<file path="config.mk">
export PLATFORM = sky130hd
export DESIGN_NAME = ascii_integer_median_of_three_top_flat
export DESIGN_NICKNAME = d
export VERILOG_FILES = /design/src/rtl/aimed_pkg.sv /design/src/rtl/aimed_char_if.sv /design/src/rtl/aimed_res_if.sv /design/src/rtl/aimed_entry.sv /design/src/rtl/aimed_window.sv /design/src/rtl/ascii_integer_median_of_three_top.sv /design/src/flat_wrapper.sv
export SDC_FILE = /design/constraint.sdc
export NUM_CORES = 1
export LEC_CHECK = 0
export ABC_AREA = 1
export ABC_CLOCK_PERIOD_IN_PS = 18600
export BUFFER_PORTS_ARGS = -buffer_cell sky130_fd_sc_hd__buf_4
export CORE_UTILIZATION = 40
export DETAILED_ROUTE_END_ITERATION = 12
export HOLD_SLACK_MARGIN = 0.1
export SLEW_MARGIN = 20
export SYNTH_ARGS = -nofsm -noshare
export SYNTH_HDL_FRONTEND = slang
export SYNTH_HIERARCHICAL = 1
export SYNTH_SLANG_ARGS = --single-unit
</file>
<file path="constraint.sdc">
create_clock -name clk_i -period 18.6 [get_ports clk_i]
set_clock_uncertainty 0.1 [all_clocks]
set_input_delay 3.72 -clock clk_i [delete_from_list [all_inputs] [get_ports clk_i]]
set_output_delay 3.72 -clock clk_i [all_outputs]
set_load 0.1 [all_outputs]
</file>
<file path="src/rtl/aimed_pkg.sv">
// shared constants and types of the ascii integer median-of-three block
`default_nettype none

package aimed_pkg;

  // default signed width of one entered value
  localparam int unsigned VALUE_WIDTH_DEF = 32;

  // depth of the history window
  localparam int unsigned WINDOW_DEPTH = 3;

  // character codes
  localparam logic [7:0] CH_END   = 8'h65;  // 'e'
  localparam logic [7:0] CH_CLEAR = 8'h46;  // 'F'
  localparam logic [7:0] CH_MINUS = 8'h2D;  // '-'
  localparam logic [7:0] CH_ZERO  = 8'h30;  // '0'
  localparam logic [7:0] CH_NINE  = 8'h39;  // '9'

  // window fill codes
  localparam logic [1:0] HELD_NONE  = 2'd0;
  localparam logic [1:0] HELD_ONE   = 2'd1;
  localparam logic [1:0] HELD_TWO   = 2'd2;
  localparam logic [1:0] HELD_THREE = 2'd3;

  // decoded window commands from the entry parser
  typedef struct packed {
    logic push;   // number complete, push into window
    logic clear;  // empty the window
  } aimed_ctrl_t;

endpackage

`default_nettype wire

</file>
<file path="src/rtl/aimed_char_if.sv">
// input channel: one ascii character per word
`default_nettype none

interface aimed_char_if;
  logic       valid;
  logic       ready;
  logic [7:0] char_code;

  modport source (output valid, output char_code, input ready);
  modport sink   (input valid, input char_code, output ready);
endinterface

`default_nettype wire

</file>
<file path="src/rtl/aimed_res_if.sv">
// result channel: entered value, window sum, median and fill count
`default_nettype none

interface aimed_res_if #(
  parameter int unsigned VALUE_WIDTH = 32
);
  logic                          valid;
  logic                          ready;
  logic signed [VALUE_WIDTH-1:0] entered_value;
  logic signed [VALUE_WIDTH+1:0] window_sum;
  logic signed [VALUE_WIDTH-1:0] window_median;
  logic [1:0]                    values_held;

  modport source (output valid, output entered_value, output window_sum,
                  output window_median, output values_held, input ready);
  modport sink   (input valid, input entered_value, input window_sum,
                  input window_median, input values_held, output ready);
endinterface

`default_nettype wire

</file>
<file path="src/rtl/aimed_entry.sv">
// number entry parser: digits, sign and saturating accumulator
`default_nettype none

module aimed_entry #(
  parameter int unsigned VALUE_WIDTH = aimed_pkg::VALUE_WIDTH_DEF
) (
  input  wire                           clk_i,
  input  wire                           rst_ni,
  input  wire  [7:0]                    char_i,
  input  wire                           fire_i,
  output aimed_pkg::aimed_ctrl_t        ctrl_o,
  output logic signed [VALUE_WIDTH-1:0] value_o
);
  import aimed_pkg::*;

  localparam int unsigned ProdWidth = VALUE_WIDTH + 4;
  localparam logic [ProdWidth-1:0] Limit = ProdWidth'(1) << (VALUE_WIDTH - 1);
  localparam logic [VALUE_WIDTH-1:0] MaxPos = {1'b0, {(VALUE_WIDTH-1){1'b1}}};

  logic [VALUE_WIDTH-1:0] acc_q, acc_d;
  logic                   neg_q, neg_d;
  logic                   empty_q, empty_d;
  logic                   is_digit;
  logic [ProdWidth-1:0]   next_acc;

  // character decode
  assign is_digit      = (char_i >= CH_ZERO) && (char_i <= CH_NINE);
  assign ctrl_o.push   = (char_i == CH_END);
  assign ctrl_o.clear  = (char_i == CH_CLEAR);

  // acc * 10 + digit, digit is the low nibble of the code
  assign next_acc = ProdWidth'({acc_q, 3'b000}) + ProdWidth'({acc_q, 1'b0})
                  + ProdWidth'(char_i[3:0]);

  // finished value; magnitude never exceeds the limit
  always_comb begin
    if (neg_q) begin
      value_o = VALUE_WIDTH'(0) - acc_q;
    end else if (acc_q[VALUE_WIDTH-1]) begin
      value_o = MaxPos;
    end else begin
      value_o = acc_q;
    end
  end

  // entry state update
  always_comb begin
    acc_d   = acc_q;
    neg_d   = neg_q;
    empty_d = empty_q;
    if (fire_i) begin
      if (ctrl_o.push) begin
        acc_d   = '0;
        neg_d   = 1'b0;
        empty_d = 1'b1;
      end else if (is_digit) begin
        if (acc_q[VALUE_WIDTH-1] || (next_acc > Limit)) begin
          acc_d = Limit[VALUE_WIDTH-1:0];
        end else begin
          acc_d = next_acc[VALUE_WIDTH-1:0];
        end
        empty_d = 1'b0;
      end else if ((char_i == CH_MINUS) && empty_q) begin
        neg_d   = 1'b1;
        empty_d = 1'b0;
      end
    end
  end

  always_ff @(posedge clk_i or negedge rst_ni) begin
    if (!rst_ni) begin
      acc_q   <= '0;
      neg_q   <= 1'b0;
      empty_q <= 1'b1;
    end else begin
      acc_q   <= acc_d;
      neg_q   <= neg_d;
      empty_q <= empty_d;
    end
  end

endmodule

`default_nettype wire

</file>
<file path="src/rtl/aimed_window.sv">
// three-deep history window with sum, median and result register
`default_nettype none

module aimed_window #(
  parameter int unsigned VALUE_WIDTH = aimed_pkg::VALUE_WIDTH_DEF
) (
  input  wire                           clk_i,
  input  wire                           rst_ni,
  input  wire                           fire_i,
  input  wire aimed_pkg::aimed_ctrl_t   ctrl_i,
  input  wire  signed [VALUE_WIDTH-1:0] value_i,
  output logic                          slot_free_o,
  aimed_res_if.source                   res_o
);
  import aimed_pkg::*;

  localparam int unsigned SumWidth = VALUE_WIDTH + 2;

  logic signed [VALUE_WIDTH-1:0] win_q [WINDOW_DEPTH];
  logic signed [VALUE_WIDTH-1:0] win_d [WINDOW_DEPTH];
  logic [1:0]                    cnt_q, cnt_d;

  logic                          res_valid_q, res_valid_d;
  logic signed [VALUE_WIDTH-1:0] res_value_q;
  logic signed [SumWidth-1:0]    res_sum_q, sum_d;
  logic signed [VALUE_WIDTH-1:0] res_median_q, median_d;
  logic [1:0]                    res_held_q;

  logic                          do_push;
  logic signed [VALUE_WIDTH:0]   pair_sum, pair_adj;
  logic signed [VALUE_WIDTH-1:0] lo01, hi01, hi_c;

  assign do_push     = fire_i && ctrl_i.push;
  assign slot_free_o = !res_valid_q || res_o.ready;

  // window shift, fill or clear
  always_comb begin
    for (int i = 0; i < WINDOW_DEPTH; i++) begin
      win_d[i] = win_q[i];
    end
    cnt_d = cnt_q;
    if (do_push) begin
      case (cnt_q)
        HELD_NONE: begin
          win_d[0] = value_i;
          cnt_d    = HELD_ONE;
        end
        HELD_ONE: begin
          win_d[1] = value_i;
          cnt_d    = HELD_TWO;
        end
        HELD_TWO: begin
          win_d[2] = value_i;
          cnt_d    = HELD_THREE;
        end
        default: begin
          win_d[0] = win_q[1];
          win_d[1] = win_q[2];
          win_d[2] = value_i;
        end
      endcase
    end else if (fire_i && ctrl_i.clear) begin
      cnt_d = HELD_NONE;
    end
  end

  // sum of held values, stale slots masked
  always_comb begin
    sum_d = SumWidth'(win_d[0]);
    if (cnt_d != HELD_ONE) begin
      sum_d = sum_d + SumWidth'(win_d[1]);
    end
    if (cnt_d == HELD_THREE) begin
      sum_d = sum_d + SumWidth'(win_d[2]);
    end
  end

  // mean of two, rounded toward zero
  assign pair_sum = (VALUE_WIDTH+1)'(win_d[0]) + (VALUE_WIDTH+1)'(win_d[1]);
  assign pair_adj = pair_sum + (VALUE_WIDTH+1)'(pair_sum[VALUE_WIDTH]);

  // middle of three
  assign lo01 = (win_d[0] < win_d[1]) ? win_d[0] : win_d[1];
  assign hi01 = (win_d[0] < win_d[1]) ? win_d[1] : win_d[0];
  assign hi_c = (hi01 < win_d[2]) ? hi01 : win_d[2];

  always_comb begin
    case (cnt_d)
      HELD_ONE:   median_d = win_d[0];
      HELD_TWO:   median_d = pair_adj[VALUE_WIDTH:1];
      default:    median_d = (lo01 > hi_c) ? lo01 : hi_c;
    endcase
  end

  // result handshake
  always_comb begin
    res_valid_d = res_valid_q;
    if (do_push) begin
      res_valid_d = 1'b1;
    end else if (res_o.ready) begin
      res_valid_d = 1'b0;
    end
  end

  always_ff @(posedge clk_i or negedge rst_ni) begin
    if (!rst_ni) begin
      cnt_q       <= HELD_NONE;
      res_valid_q <= 1'b0;
    end else begin
      cnt_q       <= cnt_d;
      res_valid_q <= res_valid_d;
    end
  end

  // window storage and result payload
  always_ff @(posedge clk_i) begin
    for (int i = 0; i < WINDOW_DEPTH; i++) begin
      win_q[i] <= win_d[i];
    end
    if (do_push) begin
      res_value_q  <= value_i;
      res_sum_q    <= sum_d;
      res_median_q <= median_d;
      res_held_q   <= cnt_d;
    end
  end

  assign res_o.valid         = res_valid_q;
  assign res_o.entered_value = res_value_q;
  assign res_o.window_sum    = res_sum_q;
  assign res_o.window_median = res_median_q;
  assign res_o.values_held   = res_held_q;

endmodule

`default_nettype wire

</file>
<file path="src/rtl/ascii_integer_median_of_three_top.sv">
// top level: ascii integer entry with running median-of-three window
//
//  channel  | dir | word contents
//  ---------+-----+---------------------------------------------------------
//  char_i   | in  | char_code[7:0]
//  res_o    | out | entered_value, window_sum, window_median, values_held
//
// one character per cycle while no 'e' stalls: each word is held in the input register,
// then parser and window logic update state and load the result register.
// an accepted 'e' reaches its result word through the input register and the result register.
// reset clears accumulator, sign, window count and both valid flags.
// only an 'e' waits on a full result register; other characters never stall.
`default_nettype none

module ascii_integer_median_of_three_top #(
  parameter int unsigned VALUE_WIDTH = aimed_pkg::VALUE_WIDTH_DEF
) (
  input  wire          clk_i,
  input  wire          rst_ni,
  aimed_char_if.sink   char_i,
  aimed_res_if.source  res_o
);
  import aimed_pkg::*;

  logic                          in_valid_q, in_valid_d;
  logic [7:0]                    char_q;
  logic                          fire;
  logic                          slot_free;
  aimed_ctrl_t                   ctrl;
  logic signed [VALUE_WIDTH-1:0] value;

  // the held word moves on unless it is an 'e' facing a full result slot
  assign fire         = in_valid_q && (!ctrl.push || slot_free);
  assign char_i.ready = !in_valid_q || fire;

  // input register
  always_comb begin
    in_valid_d = in_valid_q;
    if (char_i.ready) begin
      in_valid_d = char_i.valid;
    end
  end

  always_ff @(posedge clk_i or negedge rst_ni) begin
    if (!rst_ni) begin
      in_valid_q <= 1'b0;
    end else begin
      in_valid_q <= in_valid_d;
    end
  end

  always_ff @(posedge clk_i) begin
    if (char_i.ready && char_i.valid) begin
      char_q <= char_i.char_code;
    end
  end

  aimed_entry #(
    .VALUE_WIDTH (VALUE_WIDTH)
  ) u_entry (
    .clk_i   (clk_i),
    .rst_ni  (rst_ni),
    .char_i  (char_q),
    .fire_i  (fire),
    .ctrl_o  (ctrl),
    .value_o (value)
  );

  aimed_window #(
    .VALUE_WIDTH (VALUE_WIDTH)
  ) u_window (
    .clk_i       (clk_i),
    .rst_ni      (rst_ni),
    .fire_i      (fire),
    .ctrl_i      (ctrl),
    .value_i     (value),
    .slot_free_o (slot_free),
    .res_o       (res_o)
  );

endmodule

`default_nettype wire

</file>
<file path="src/flat_wrapper.sv">
// flat-port wrapper written by rule: the top's interface ports become plain ports
module ascii_integer_median_of_three_top_flat import aimed_pkg::*;
#(
  parameter int unsigned VALUE_WIDTH = aimed_pkg::VALUE_WIDTH_DEF
)
  (clk_i, rst_ni, char_i_valid, char_i_char_code, char_i_ready, res_o_valid, res_o_entered_value, res_o_window_sum, res_o_window_median, res_o_values_held, res_o_ready);
  aimed_char_if char_i_i ();
  aimed_res_if #(.VALUE_WIDTH(VALUE_WIDTH)) res_o_i ();
  input  wire clk_i;
  input  wire rst_ni;
  input wire logic [$bits(char_i_i.valid)-1:0] char_i_valid;
  input wire logic [$bits(char_i_i.char_code)-1:0] char_i_char_code;
  output wire logic [$bits(char_i_i.ready)-1:0] char_i_ready;
  output wire logic [$bits(res_o_i.valid)-1:0] res_o_valid;
  output wire logic [$bits(res_o_i.entered_value)-1:0] res_o_entered_value;
  output wire logic [$bits(res_o_i.window_sum)-1:0] res_o_window_sum;
  output wire logic [$bits(res_o_i.window_median)-1:0] res_o_window_median;
  output wire logic [$bits(res_o_i.values_held)-1:0] res_o_values_held;
  input wire logic [$bits(res_o_i.ready)-1:0] res_o_ready;
  assign char_i_i.valid = char_i_valid;
  assign char_i_i.char_code = char_i_char_code;
  assign char_i_ready = char_i_i.ready;
  assign res_o_valid = res_o_i.valid;
  assign res_o_entered_value = res_o_i.entered_value;
  assign res_o_window_sum = res_o_i.window_sum;
  assign res_o_window_median = res_o_i.window_median;
  assign res_o_values_held = res_o_i.values_held;
  assign res_o_i.ready = res_o_ready;
  ascii_integer_median_of_three_top #(.VALUE_WIDTH(VALUE_WIDTH)) u_core (.clk_i(clk_i), .rst_ni(rst_ni), .char_i(char_i_i), .res_o(res_o_i));
endmodule
</file>
Word-level counts from Yosys, hierarchy flattened:

Memory sizes are Yosys's and may differ from the RTL's.
Cells that the tools add are included.

* bits of input ports: 12
* flip-flop bits (word level): 146
* memory bits (writable): 96
* memories: 1
* output and inout port bits: 102

* multiplexer cells: 27
* reductions and logical operators: 24
* equality and inequality tests: 10
* $lt $le $gt $ge: 6
* add/sub/neg operators: 7

Memories
* u_core.u_window.win_q: depth 3, width 32, read ports 3, clocked after Yosys merged registers in 0, wr ports 3, RTL line aimed_window.sv:19 `logic signed [VALUE_WIDTH-1:0] win_q [WINDOW_DEPTH];`

Operators by type and width (count)
* $mux 32: 9
* $pmux 32 s2: 3
* $mux 96: 1
* $mux 34: 2
* $add 32x32->33: 2
* $lt 32x32->1: 2
* $add 35x33->36: 1
* $add 36x4->36: 1
* $gt 36x32->1 const B: 1
* $add 34x32->34: 1
* $add 33x1->33: 1
* $gt 32x32->1: 1
* $sub 1x32->32 const A: 1
* $mux 31: 1
* $eq 8x7->1 const B: 2
* $eq 8x6->1 const B: 1
* $ge 8x6->1 const B: 1
* $le 8x6->1 const B: 1
* $mux 1: 8
* $eq 2x2->1 const B: 3
* $logic_and 1x1->1: 6
* $pmux 2 s3: 1
* $reduce_bool 2->1: 3
* $reduce_or 2->1: 3
* 9 further kinds: 18

Depth between registers and ports, before layout:

Gate-level depths: netlist (run 1).

* depth in word-level cells: 13
* mapped depth: 63

Cells and area by module:

The synthesis (run 1) kept the hierarchy.

Modules (own cells, without submodules)
* aimed_window: times used 1, sequential area each 4999.8 um^2, area each 16842.4 um^2, cells an instance 2477
* aimed_entry: times used 1, sequential area each 852.1 um^2, area each 5476.5 um^2, cells an instance 949
* ascii_integer_median_of_three_top: times used 1, sequential area each 265.3 um^2, area each 301.5 um^2, cells an instance 16

Worst setup path before layout (run 1):

No wires, ideal clock.

* path type: input-to-reg
* from: input port res_o_ready
* to: register u_core.u_window.res_median_q[23], in the netlist u_core/u_window/res_o.window_median[23] (data pin)
* stages: 47
* data arrival time: 13584 ps
* library setup time: 256 ps
* slack: 4660 ps
* required time: 18244 ps
* cell sequence: inv_1 -> nand2_1 -> inv_1 -> a21boi_0 -> nand2_1 -> inv_1 -> buf_2 -> buf_1 -> o211ai_1 -> o21ai_0 -> ha_1 -> nor2_1 -> nand3_1 -> nor2_2 -> and3_1 -> nand2_2 -> nand2_4 -> nand2_1 -> [... 11 more ...] -> nand2_1 -> nand2_2 -> nand2_2 -> nand2_4 -> buf_4 -> nand3_1 -> and2_1 -> ha_1 -> nand4_1 -> nor3_1 -> nor4b_1 -> a221oi_1 -> xor2_1 -> nand2_1 -> clkbuf_1 -> nand3_1 -> nand2_1 -> nand2_1

RTL lines
* start: declaration: RTL line flat_wrapper.sv:19 `input wire logic [$bits(res_o_i.ready)-1:0] res_o_ready;`
* end signal: assignment: RTL line aimed_window.sv:123 `res_median_q <= median_d;`
* end: declaration: RTL line aimed_window.sv:26 `logic signed [VALUE_WIDTH-1:0] res_median_q, median_d;`

==> results of run 1 <==
[registers in the layout, indices dropped and copies added (netlist names)]
register                             count
u_core/u_window/res_o.valid              1
u_core/u_entry/neg_q                     1
u_core/u_window/res_o.values_held        2
u_core/u_window/res_o.entered_value     32
u_core/u_window/res_o.window_median     32
u_core/u_window/cnt_q                    2
u_core/char_q                            8
u_core/u_window/res_o.window_sum        34
u_core/in_valid_q                        1
u_core/u_entry/empty_q                   1
u_core/u_entry/acc_q                    32
u_core/u_window/win_q                   96
[per-stage QoR]
| step | power (mW) | utilization (%) |
|---|---|---|
| after global routing | 3.95 | 45.6 |
| final | 3.62 | 45.6 |
| after global placement | 2.93 | 43.6 |
| after detailed placement | 2.93 | 43.6 |
| after floorplan | 2.36 | - |
| after CTS | 3.61 | 45.6 |
[synth_stat cells (all sizes together) (37+ instances only)]
master / number
buf: 41
nand2: 1027
dfxtp: 96
nor2: 307
o211ai: 64
and2: 37
nand3: 220
a21oi: 161
o21ai: 326
inv: 462
edfxtp: 108
clkbuf: 72
ha: 234
dfrtp: 37
[critical path, delay by kind of cell]
| family | cells | cell delay [ns] |
|---|---|---|
| AND/OR/NAND/NOR | 19 | 4.30 |
| XOR/XNOR | 1 | 0.20 |
| AO/OA/AOI/OAI | 12 | 3.69 |
| buffers and inverters | 6 | 1.30 |
| adder cells (fa/ha/maj) | 3 | 1.45 |
[how the worst max path moves through the flow]
stage / startpoint / cells past startpoint / to
3_3_place_gp: res_o_ready / 41 / u_core/u_window/res_o.window_median[12]
2_1_floorplan: res_o_ready / 47 / u_core/u_window/res_o.window_median[23]
3_5_place_dp: res_o_ready / 41 / u_core/u_window/res_o.window_median[4]
4_1_cts: res_o_ready / 41 / u_core/u_window/res_o.window_median[4]
6_report: res_o_ready / 41 / u_core/u_window/res_o.window_median[4]
5_1_grt: res_o_ready / 43 / u_core/u_window/res_o.window_median[5]
[power by group through the flow]
stage	Clock [mW]	Sequential [mW]	Combinational, mW
6_report	0.657	0.709	2.26
4_1_cts	0.673	0.709	2.22
5_1_grt	0.691	0.714	2.55
3_3_place_gp	0	0.719	2.21
2_1_floorplan	0	0.715	1.64
3_5_place_dp	0	0.720	2.21
[cell type report]
class                   count  area share [%]
clock buffers              37            3.53
flip-flops and latches    242            24.2
multi-input cells        2624            56.5
repair buffers            148            4.39
well taps                 748            3.70
clock inverters            21           0.865
inverters                 463            6.89
[layer usage]
| metal | vias up | GRT usage, % |
|---|---|---|
| met5 | - | 0 |
| met4 | 0 | 11.2 |
| met3 | 145 | 3.47 |
| met2 | 659 | 42.4 |
| met1 | 10115 | 36.2 |
| li1 | 11443 | - |
[cell families (layout without fill, tap and decap cells)]
kind of cell,after synthesis,after routing,synth area share (%)
adders and majority gates,238,238,13.3
xor gates and xnor gates,60,60,2.36
muxes,2,2,0.0885
DFF,242,242,27.0
and+or+nand+nor,1695,1695,31.6
buffers and inverters,576,669,9.98
AOI/OAI and AO/OA,629,629,15.6
==> qor.txt, run 1 <==
Outcome: finished, final reports clean
Max H-tree Level: 1
Routed wl met2: 34.2 mm
Crit path kind: in -> reg
# setup viols final: 0
P_int: 1.79 mW
FF+latch area: 0.00612 mm2
Max frequency: 0.0689 GHz
Clock-pin slew on the worst setup and hold paths: 0.06 ns
Mapped cell area: 0.0226 mm2
R2r startpoint: u_core/char_q[0]
Syn Inst Count: 3442
Initial DRT Pass Iterations: 5
GRT Total Usage: 26.7%
TritonCTS clock tree: done
Setup TNS: 0 ns
Number of max-cap violations: 0
Clock buffer depth: 3
Die Wd: 240 um
Initial DRC count: 1975
Place WS: 3.77 ns
Final GP Congestion: 0.991
Worst Hold Endpoint: u_core/u_entry/empty_q
Most common cell after layout, fill and taps aside: nand2_1
Largest net degree at the start of global routing: 67
Final hold slack: 0.405 ns
NetSw: 1.83 mW
Die area: 0.0575 mm2
Sequential group share of total power: 19.6%
Cell repeated most along the worst path: nand2_1
First-pass GRT wire length: 119 mm
Design Area, Final: 0.0253 mm2
Max layer used: met4
#FFs+latches synth: 242
Non-filler cells, final: 4283
Slowest stage delay, CP: 0.95 ns
Inst Count DP: 4225
Critical path peak fanout: 51
CP Capture Type: register
Initial antenna violation count: 0
Initial Utilization: 40.7%
Cell row count: 86
Resized cells post-CTS: 0
Vias in the first global route: 20396
Final setup margin: 4.08 ns
Final Hold Fails: 0
Fin crit share: 78.1%
Max-slew violations: 0
Worst setup SP type: input port
EDFF count, synth: 108
Hold Crit Class: reg -> reg
Core ar.: 0.0555 mm2
Via count: 22362
Top-area cell type share of the netlist area: 16.8%
Hold depth: 2
Dominant synthesized flop cell: edfxtp_1
Post-route ant nets: 0
Post-synth net total: 3692
Syn-to-layout area delta: 11.9%
Leakage: 12.7 nW
FF-to-FF End: u_core/u_window/res_o.window_median[4]
Post-CTS Setup Bufs: 0
Worst r2r path cells: 41
Root buffer cell: clkbuf_16
Share of layout cells above drive strength 1: 7.95%
Met3 wire len: 4.56 mm
Reg2reg setup slack: 6.49 ns
Comb power frac: 62.3%
Diodes inserted: 0
Clk_lat worst skew: 0.60 ns
Syn. warnings: 6
Normalized max-slew margin: 27.5%
PwrDens: 143 mW/mm2
Routed WL: 77.0 mm
Area after DPL: 0.0242 mm2
CP max stage cell: a21oi_4
Drt via density: 5.22
Port bufs: 113
Unrepaired setup endpoints after global routing: no
Most frequent cells in the layout: nand2_1, inv_1, o21ai_0
Total CTS buffers: 31
Drt drc: 0
Top area cells in the synthesized netlist: nand2_1, edfxtp_1, ha_1, dfxtp_1, inv_1
Final #Nets: 3760
Measured slew at the worst slew-check pin: 1.09 ns
Post-synth cell types: 64
GRT overflow: 0
Post-DP HPWL: 61.1 mm
Hold Crit Start: u_core/u_entry/empty_q
Async set-or-reset flop fraction in the synthesized netlist: 15.7%
WP data arrival: 14.76 ns
Fillers: 5898
Final min period: 14.52 ns
Switching share of power: 50.5%
Hold buffer count at CTS: 0
Die Ht: 240 um
Sink Count: 242
CP Data Required Time: 18.84 ns
Maximum vdd drop: 0.164 mV
Footprint of the multi-input gates: 0.0143 mm2
Ports: 114
Avg WL per Cell: 18.0 um
Wl on met1: 34.8 mm
Clock network fraction of design power: 18.1%
Mapped Avg Cell Area: 6.57 um2
Sequential share of the synthesized area: 27.0%
Area leader, netlist: nand2_1
(Power assumes the default switching activity.)
==> run 2, diff against run 1 <==
ABC_CLOCK_PERIOD_IN_PS = 14700   (was 18600)
clock period = 14.7 ns   (was 18.6 ns; I/O delays follow)
==> qor.txt, run 2 (synthesis results as in run 1) <==
Outcome: finished, final reports clean
Final Power: 4.54 mW (+25%)
First-pass GRT wire length: 116 mm (-2.4%)
Via count: 22350 (-0.054%)
Initial DRT Pass Iterations: 6 (+1)
Initial DRC count: 2010 (+1.8%)
Post-route ant nets: 0 (unchanged)
CP Capture Type: register
Largest register FFs: 96 (unchanged)
CP Data Required Time: 14.93 ns (-3.91 ns)
Share of layout cells above drive strength 1: 7.87% (-0.074 points)
Worst path depth: 45 (+9.8%)
Largest net degree at the start of global routing: 97 (+45%)
Final min period: 13.02 ns
Max H-tree Level: 1 (unchanged)
Hold Crit Class: reg -> reg
Measured slew at the worst slew-check pin: 1.07 ns (-0.0138 ns)
Initial antenna violation count: 0 (unchanged)
Die Ht: 240 um (unchanged)
WP data arrival: 13.25 ns (-1.51 ns)
Vias in the first global route: 20106 (-1.4%)
Setup TNS: 0 ns (unchanged)
Final GP Congestion: 0.979 (-1.1%)
CP max stage cell: a21oi_4
Number of max-cap violations: 0 (unchanged)
Slowest stage delay, CP: 0.94 ns (about the same)
CP Buf/Inv Count: 6 (unchanged)
Normalized max-slew margin: 28.4% (+0.92 points)
Avg WL per Cell: 17.8 um (-0.91%)
Final Hold Fails: 0 (unchanged)
Resized cells post-CTS: 0 (unchanged)
Clock-pin slew on the worst setup and hold paths: 0.06 ns (about the same)
Port bufs: 113 (unchanged)
Hold buffer count at CTS: 0 (unchanged)
Sink Count: 242 (unchanged)
Unrepaired setup endpoints after global routing: no
TritonCTS clock tree: done
Routed WL: 76.4 mm (-0.73%)
Max-slew violations: 0 (unchanged)
Root buffer cell: clkbuf_16
PwrDens: 180 mW/mm2 (+26%)
Final setup margin: 1.68 ns (-2.40 ns)
Leakage: 12.7 nW (-0.32%)
Cell repeated most along the worst path: nand2_1
Place WS: 1.24 ns (-2.53 ns)
Post-DP HPWL: 60.6 mm (-0.93%)
Diodes inserted: 0 (unchanged)
Hold depth: 2 (unchanged)
Grt met3 use: 3.15% (-0.32 points)
Clock buffer depth: 3 (unchanged)
Fin crit share: 88.6%
Most common cell after layout, fill and taps aside: nand2_1
GRT Total Usage: 26.1% (-0.53 points)
Worst r2r path cells: 45 (+9.8%)
Maximum vdd drop: 0.182 mV (+11%)
Ports: 114 (unchanged)
Critical path peak fanout: 32 (-37%)
Drt drc: 0 (unchanged)
Cell row count: 86 (unchanged)
Top Usage Layer GRT: met2
Total CTS buffers: 30 (-3.2%)
Die Wd: 240 um (unchanged)
Die area: 0.0575 mm2 (unchanged)
Final #Nets: 3769 (+0.24%)
Max frequency: 0.0768 GHz
Drt via density: 5.21 (-0.24%)
Syn-to-layout area delta: 11.6%
Cell family with most CP delay: simple AND/OR/NAND/NOR gates
GRT overflow: 0 (unchanged)
Clk_lat worst skew: 0.61 ns (about the same)
Worst setup SP type: input port
Post-CTS Setup Bufs: 0 (unchanged)
Crit path kind: in -> reg
# setup viols final: 0 (unchanged)
Core ar.: 0.0555 mm2 (unchanged)
Most frequent cells in the layout: nand2_1, inv_1, o21ai_0
Met2 usage: 41.6% (-0.81 points)
Met1 Usage GRT: 35.4% (-0.84 points)
Initial Utilization: 40.7% (unchanged)
Most flops, register: u_core/u_window/win_q
## run 2: worst register-to-register path: cells and delay by family, from the launching register on
kind / cells / cell delay [ns]
AND/OR/NAND/NOR: 27 / 4.75
AO/OA/AOI/OAI: 9 / 3.08
buffers and inverters: 5 / 1.29
adder cells (fa/ha/maj): 3 / 1.21
flip-flops: 1 / 0.41
XOR/XNOR: 1 / 0.26
## run 2: path summary, 6_finish.rpt
path	from	endpoint	slack (ns)
setup reg to reg	u_core/char_q[0]	u_core/u_window/res_o.window_median[29]	3.34
hold reg to reg	u_core/u_entry/empty_q	u_core/u_entry/empty_q	0.41
max in group asynchronous	rst_ni	u_core/u_entry/acc_q[0]	11.92
hold / removal	u_core/u_entry/empty_q	u_core/u_entry/empty_q	0.41
min in group asynchronous	rst_ni	u_core/u_window/res_o.valid	2.20
setup / recovery	res_o_ready	u_core/u_window/res_o.window_median[29]	1.68
## run 2: cell type report
class                      instances  area [um2]
inverter                         463        1740
clock inverter                    14         123
tap                              748         936
multi-input combinational       2624       14300
fill                            5865       30300
clock buffer                      42         826
timing repair buffer             158        1200
sequential                       242        6120
## run 2: layer usage
| layer | up-vias | wire length [um] |
|---|---|---|
| met5 | - | 0 |
| met4 | 0 | 3490 |
| met3 | 137 | 4500 |
| met2 | 712 | 33900 |
| met1 | 10040 | 34600 |
| li1 | 11461 | - |
## run 2: through the flow
stage          hold slack [ns]  cell area (um2)  std cells  utilization, %
2_1_floorplan            0.363            22600       3442               -
3_3_place_gp             0.385            24300       4235            43.7
3_5_place_dp             0.388            24300       4235            43.7
4_1_cts                  0.399            25200       4291            45.4
5_1_grt                  0.448            25200       4291            45.5
6_report                 0.415            25200       4291            45.5
## run 2: power breakdown
part	internal [mW]	leakage, nW	switching [mW]
registers	0.856	2.26	0.0407
clock network	0.410	0.462	0.317
logic	0.958	9.94	1.96
total	2.22	12.7	2.31
